==> src/design/ncs_pkg.sv <==
// ----------------------------------------------------------------------------
// ncs_pkg
// Shared types and constants for the nearest cell center search unit.
// ----------------------------------------------------------------------------
package ncs_pkg;

    localparam int MAX_CELLS = 4096;
    localparam int ADDR_W    = $clog2(MAX_CELLS);
    localparam int CNT_W     = ADDR_W + 1;
    localparam int COORD_W   = 24;
    localparam int SLOT_W    = 12;
    localparam int DIST_W    = 49;
    localparam int DIFF_W    = COORD_W + 1;
    localparam int ENTRY_W   = 2 * COORD_W;

    localparam logic [1:0] REQ_CLEAR  = 2'd0;
    localparam logic [1:0] REQ_APPEND = 2'd1;
    localparam logic [1:0] REQ_QUERY  = 2'd2;

    localparam logic [1:0] ST_OK    = 2'd0;
    localparam logic [1:0] ST_EMPTY = 2'd1;
    localparam logic [1:0] ST_FULL  = 2'd2;

    typedef struct packed {
        logic [1:0]                 req_type;
        logic signed [COORD_W-1:0]  pos_x;
        logic signed [COORD_W-1:0]  pos_y;
    } t_in_item;

    typedef struct packed {
        logic [1:0]         status;
        logic [SLOT_W-1:0]  nearest_slot;
        logic [DIST_W-1:0]  nearest_dist_sq;
    } t_out_item;

    typedef enum logic [2:0] {
        S_IDLE,
        S_EXEC,
        S_SCAN,
        S_DRAIN,
        S_DONE
    } t_state;

    typedef struct packed {
        logic latch;       // capture the input item
        logic exec;        // carry out clear or append
        logic scan_start;  // rewind scan address
        logic scan_issue;  // read one entry and advance
        logic load_out;    // move the result into the output register
    } t_dp_cmd;

    typedef struct packed {
        logic [1:0] req;
        logic       cnt_zero;
        logic       scan_last;
        logic       pipe_busy;
        logic       out_free;
    } t_dp_sts;

endpackage

==> src/design/ncs_ctrl.sv <==
// ----------------------------------------------------------------------------
// ncs_ctrl
// Sequencer: accepts one item, runs clear, append or a table scan, then
// hands the result to the output register.
// ----------------------------------------------------------------------------
module ncs_ctrl (
    input  logic             i_clk,
    input  logic             i_rst_n,
    input  logic             i_in_valid,
    output logic             o_in_stall,
    input  ncs_pkg::t_dp_sts i_sts,
    output ncs_pkg::t_dp_cmd o_cmd
);

    ncs_pkg::t_state r_state;
    ncs_pkg::t_state n_state;

    always_ff @(posedge i_clk) begin
        if (!i_rst_n) begin
            r_state <= ncs_pkg::S_IDLE;
        end else begin
            r_state <= n_state;
        end
    end

    always_comb begin
        n_state    = r_state;
        o_cmd      = '0;
        o_in_stall = 1'b1;
        case (r_state)
            ncs_pkg::S_IDLE: begin
                o_in_stall = 1'b0;
                if (i_in_valid) begin
                    o_cmd.latch = 1'b1;
                    n_state     = ncs_pkg::S_EXEC;
                end
            end
            ncs_pkg::S_EXEC: begin
                if (i_sts.req == ncs_pkg::REQ_QUERY) begin
                    if (i_sts.cnt_zero) begin
                        n_state = ncs_pkg::S_DONE;
                    end else begin
                        o_cmd.scan_start = 1'b1;
                        n_state          = ncs_pkg::S_SCAN;
                    end
                end else begin
                    o_cmd.exec = 1'b1;
                    n_state    = ncs_pkg::S_DONE;
                end
            end
            ncs_pkg::S_SCAN: begin
                o_cmd.scan_issue = 1'b1;
                if (i_sts.scan_last) begin
                    n_state = ncs_pkg::S_DRAIN;
                end
            end
            ncs_pkg::S_DRAIN: begin
                if (!i_sts.pipe_busy) begin
                    n_state = ncs_pkg::S_DONE;
                end
            end
            ncs_pkg::S_DONE: begin
                if (i_sts.out_free) begin
                    o_cmd.load_out = 1'b1;
                    n_state        = ncs_pkg::S_IDLE;
                end
            end
            default: begin
                n_state = ncs_pkg::S_IDLE;
            end
        endcase
    end

endmodule

==> config.mk <==
export PLATFORM = sky130hd
export DESIGN_NAME = ncs_ctrl
export DESIGN_NICKNAME = d
export VERILOG_FILES = /design/src/design/ncs_pkg.sv /design/src/design/ncs_ctrl.sv
export SDC_FILE = /design/constraint.sdc
export NUM_CORES = 1
export LEC_CHECK = 0
export BUFFER_PORTS_ARGS = -buffer_cell sky130_fd_sc_hd__buf_2
export CORE_AREA = 3 3 40 42
export CTS_CLUSTER_DIAMETER = 200
export DETAILED_ROUTE_END_ITERATION = 12
export DIE_AREA = 0 0 43 45
export SYNTH_ARGS = -nofsm -noshare
export SYNTH_HDL_FRONTEND = slang
export SYNTH_SLANG_ARGS = --single-unit
==> constraint.sdc <==
create_clock -name i_clk -period 2.1 [get_ports i_clk]
set_input_delay 0.105 -clock i_clk [delete_from_list [all_inputs] [get_ports i_clk]]
set_output_delay 0.105 -clock i_clk [all_outputs]
set_load 0.005 [all_outputs]
==> metrics.md <==
| Metric | Value |
|---|---|
| Post-route core utilization | 28.5% |
| CTS tree | yes |
| M1 WL | 226 um |
| F_max | 734 MHz |
| Layout Nets | 59 |
| CP max FO | 12 |
| Delay of the slowest critical-path stage | 0.42 ns |
| Cell family with most CP delay | simple AND/OR/NAND/NOR gates |
| GRT Resource Usage Total | 7.40% |
| Io pins | 15 |
| # port buffers | 14 |
| Synth Area in Adders | 0% |
| DP Cell Count | 60 |
| Layout cells sized above 1 | 42.9% |
| # rows | 13 |
| Placeable Area | 1280 sq um |
| Post-CTS Hold Buffers | 0 |
| Clock Skews | 0.00635 ns |
| Largest net degree at the start of global routing | 13 |
| Synth Area in XOR/XNOR | 0% |
| RSZ-0062 raised after global routing | false |
| Most common cell after layout, fill and taps aside | buf_2 |
| Synth Area in Compound Gates | 20.2% |
| GPL Wtd Cong | 0.624 |
| Yosys Warn Count | 0 |
| Clock latency on the worst-skew pair | 0.23 ns |
| Wire length per cell | 9.64 um |
| Mux cell area share after synthesis | 7.51% |
| Mapped Nets | 42 |
| Final Non-Filler Cells | 64 |
| Setup bufs post-CTS | 0 |
| Maxcap violations | 0 |
| Setup-failing EPs final | 0 |
| Filler cell count | 145 |
| Fin crit period | 1.36 ns |
| Hold Path Cell Cnt | 3 |
| Vias in the first global route | 257 |
| Via/cell ratio | 4.31 |
| Worst setup EP type | primary output |
| Slew HR | 73.5% |
| Hold Path Origin | i_rst_n |
| Clock-pin slew on the worst setup and hold paths | 0.04 ns |
| CP Launch Type | flip-flop |
| Critical path required time | 2.00 ns |
| Hold Path Class | in2reg |
| Commonest cells after routing, fill and taps aside | buf_2, nand2_1, nor2_1, clkbuf_4, dfxtp_1 |
| Worst Reg2Reg Path Length in Cells | 4 |
| ANT cells | 0 |
| Largest register FFs | 3 |
| Post-Route WL | 617 um |
| Crit. path cell count | 3 |
| RR Startpoint | r_state[0] |
| Die Width | 43 um |
| Met2 wire length | 360 um |
| Power per cell area | 1020 nW/um^2 |
| TritonRoute pass-1 iters | 2 |
| Max layer used | met3 |
| Arrival @ worst endpoint | 1.26 ns |
| Start point of the critical path | r_state[0] |
| Area grow syn2layout | 37.6% |
| Routed vias | 276 |
| Synthesized instance count | 33 |
| Final TNS setup | 0 ns |
| Pleak | 0.169 nW |
| Global route overflow | 0 |
| Slowest-stage cell, CP | dfxtp_1 |
| Clock sink count | 3 |
| CTS root buf | clkbuf_4 |
| Post-CTS resize count | 0 |
| DRC Markers | 0 |
| Largest family of logic cells by synthesized area | simple AND/OR/NAND/NOR gates |
| Die Span Y | 45 um |
| Clk buf depth | 2 |
| TritonCTS buffer count | 3 |
| First-pass GRT wire length | 1.02 mm |
| DRT iter0 DRCs | 7 |
| Antenna Violating Nets Remaining | 0 |
| Initial Util | 20.7% |
| H-Tree Depth | 1 |
| Initial antenna violation count | 0 |
| Synth unique cells | 19 |
| Final Hold Viols | 0 |
| Crit path cell chain | or3_1 -> nor2_1 -> buf_2 |
| Post-synthesis simple-gate area fraction | 42.7% |
| Worst VDD drop | 0.000212 V |
| Syn_area_per_cell | 8.08 sq um |
| Largest regs | r_state (3) |
| Tcrit/Tclk final | 64.9% |
| Mapped Area | 267 sq um |
| Die Area | 1940 sq um |
| Synthesized flop and latch total | 3 |
| Sequential element share of the synthesized area | 22.5% |
| Slew Limit Fails | 0 |
| Met3 wire length | 29 um |
| Critical path class | reg2out |
| Worst Path Buf+Inv | 1 |
| Run status | finished, final reports clean |
| Worst slew pin tran | 0.397 ns |
| Top reg by flops | r_state |
## path summary, 6_finish.rpt
check	to	slack [ns]
worst max-delay path	o_cmd[4]	0.74
worst max register to register	r_state[2]	0.91
worst min register to register	r_state[2]	0.59
worst min-delay path	r_state[0]	0.15
## synthesized netlist by cell type
master / n / area share, %
nor4_1: 1 / 2.3
or3_1: 1 / 2.3
inv_1: 1 / 1.4
o311ai_0: 1 / 3.3
nand2b_1: 2 / 4.7
nor2b_1: 2 / 4.7
dfxtp_1: 3 / 23
o21ai_2: 2 / 6.6
and2_1: 1 / 2.3
o22ai_1: 1 / 2.3
mux2i_1: 2 / 7.5
nor2_1: 3 / 4.2
nor3_1: 1 / 1.9
nor3b_1: 2 / 5.6
and2b_1: 1 / 2.8
nor3b_2: 1 / 4.7
o31ai_4: 1 / 8.0
nand2_1: 5 / 7.0
buf_4: 2 / 5.6
## routing by layer
metal | track usage, % | up-vias
met4 | 7.23 | 0
met3 | 1.59 | 0
li1 | - | 149
met2 | 12.6 | 5
met5 | 0 | -
met1 | 7.45 | 122
## power breakdown
group | switching [mW] | internal (mW)
Combinational | 0.0649 | 0.0878
Sequential | 0.0443 | 0.0731
Clock | 0.0309 | 0.0713
## area by class of cell
class | count | area, sq um | area share [%]
multi-input combinational | 27 | 188 | 51.2
timing repair buffer | 14 | 70.1 | 19.1
sequential | 3 | 60.1 | 16.4
clock buffer | 4 | 26.3 | 7.17
tap | 15 | 18.8 | 5.12
inverter | 1 | 3.75 | 1.02
## worst reg2reg max path, cell delays in order, from the launching register on
cell,delay (ns)
dfxtp_1,0.55
nor2_1,0.11
o21ai_2,0.16
o31ai_4,0.10
mux2i_1,0.12
## metrics by stage
step / cell area, sq um / setup WS, ns / total power, mW / hold WS [ns]
after CTS: 367 / 0.717 / 0.382 / 0.142
final: 367 / 0.737 / 0.372 / 0.152
after detailed placement: 340 / 0.913 / 0.274 / 0.396
after global routing: 367 / 0.618 / 0.409 / 0.159
after global placement: 340 / 0.921 / 0.271 / 0.395
after floorplan: 267 / 1.05 / 0.231 / 0.244
## logic make-up (layout without fill, tap and decap cells)
| logic type | after synthesis | count (layout) |
|---|---|---|
| and+or+nand+nor | 20 | 20 |
| AOI/OAI and AO/OA | 5 | 5 |
| muxes | 2 | 2 |
| buffers and inverters | 3 | 19 |
| DFF | 3 | 3 |
(Power assumes the default switching activity.)
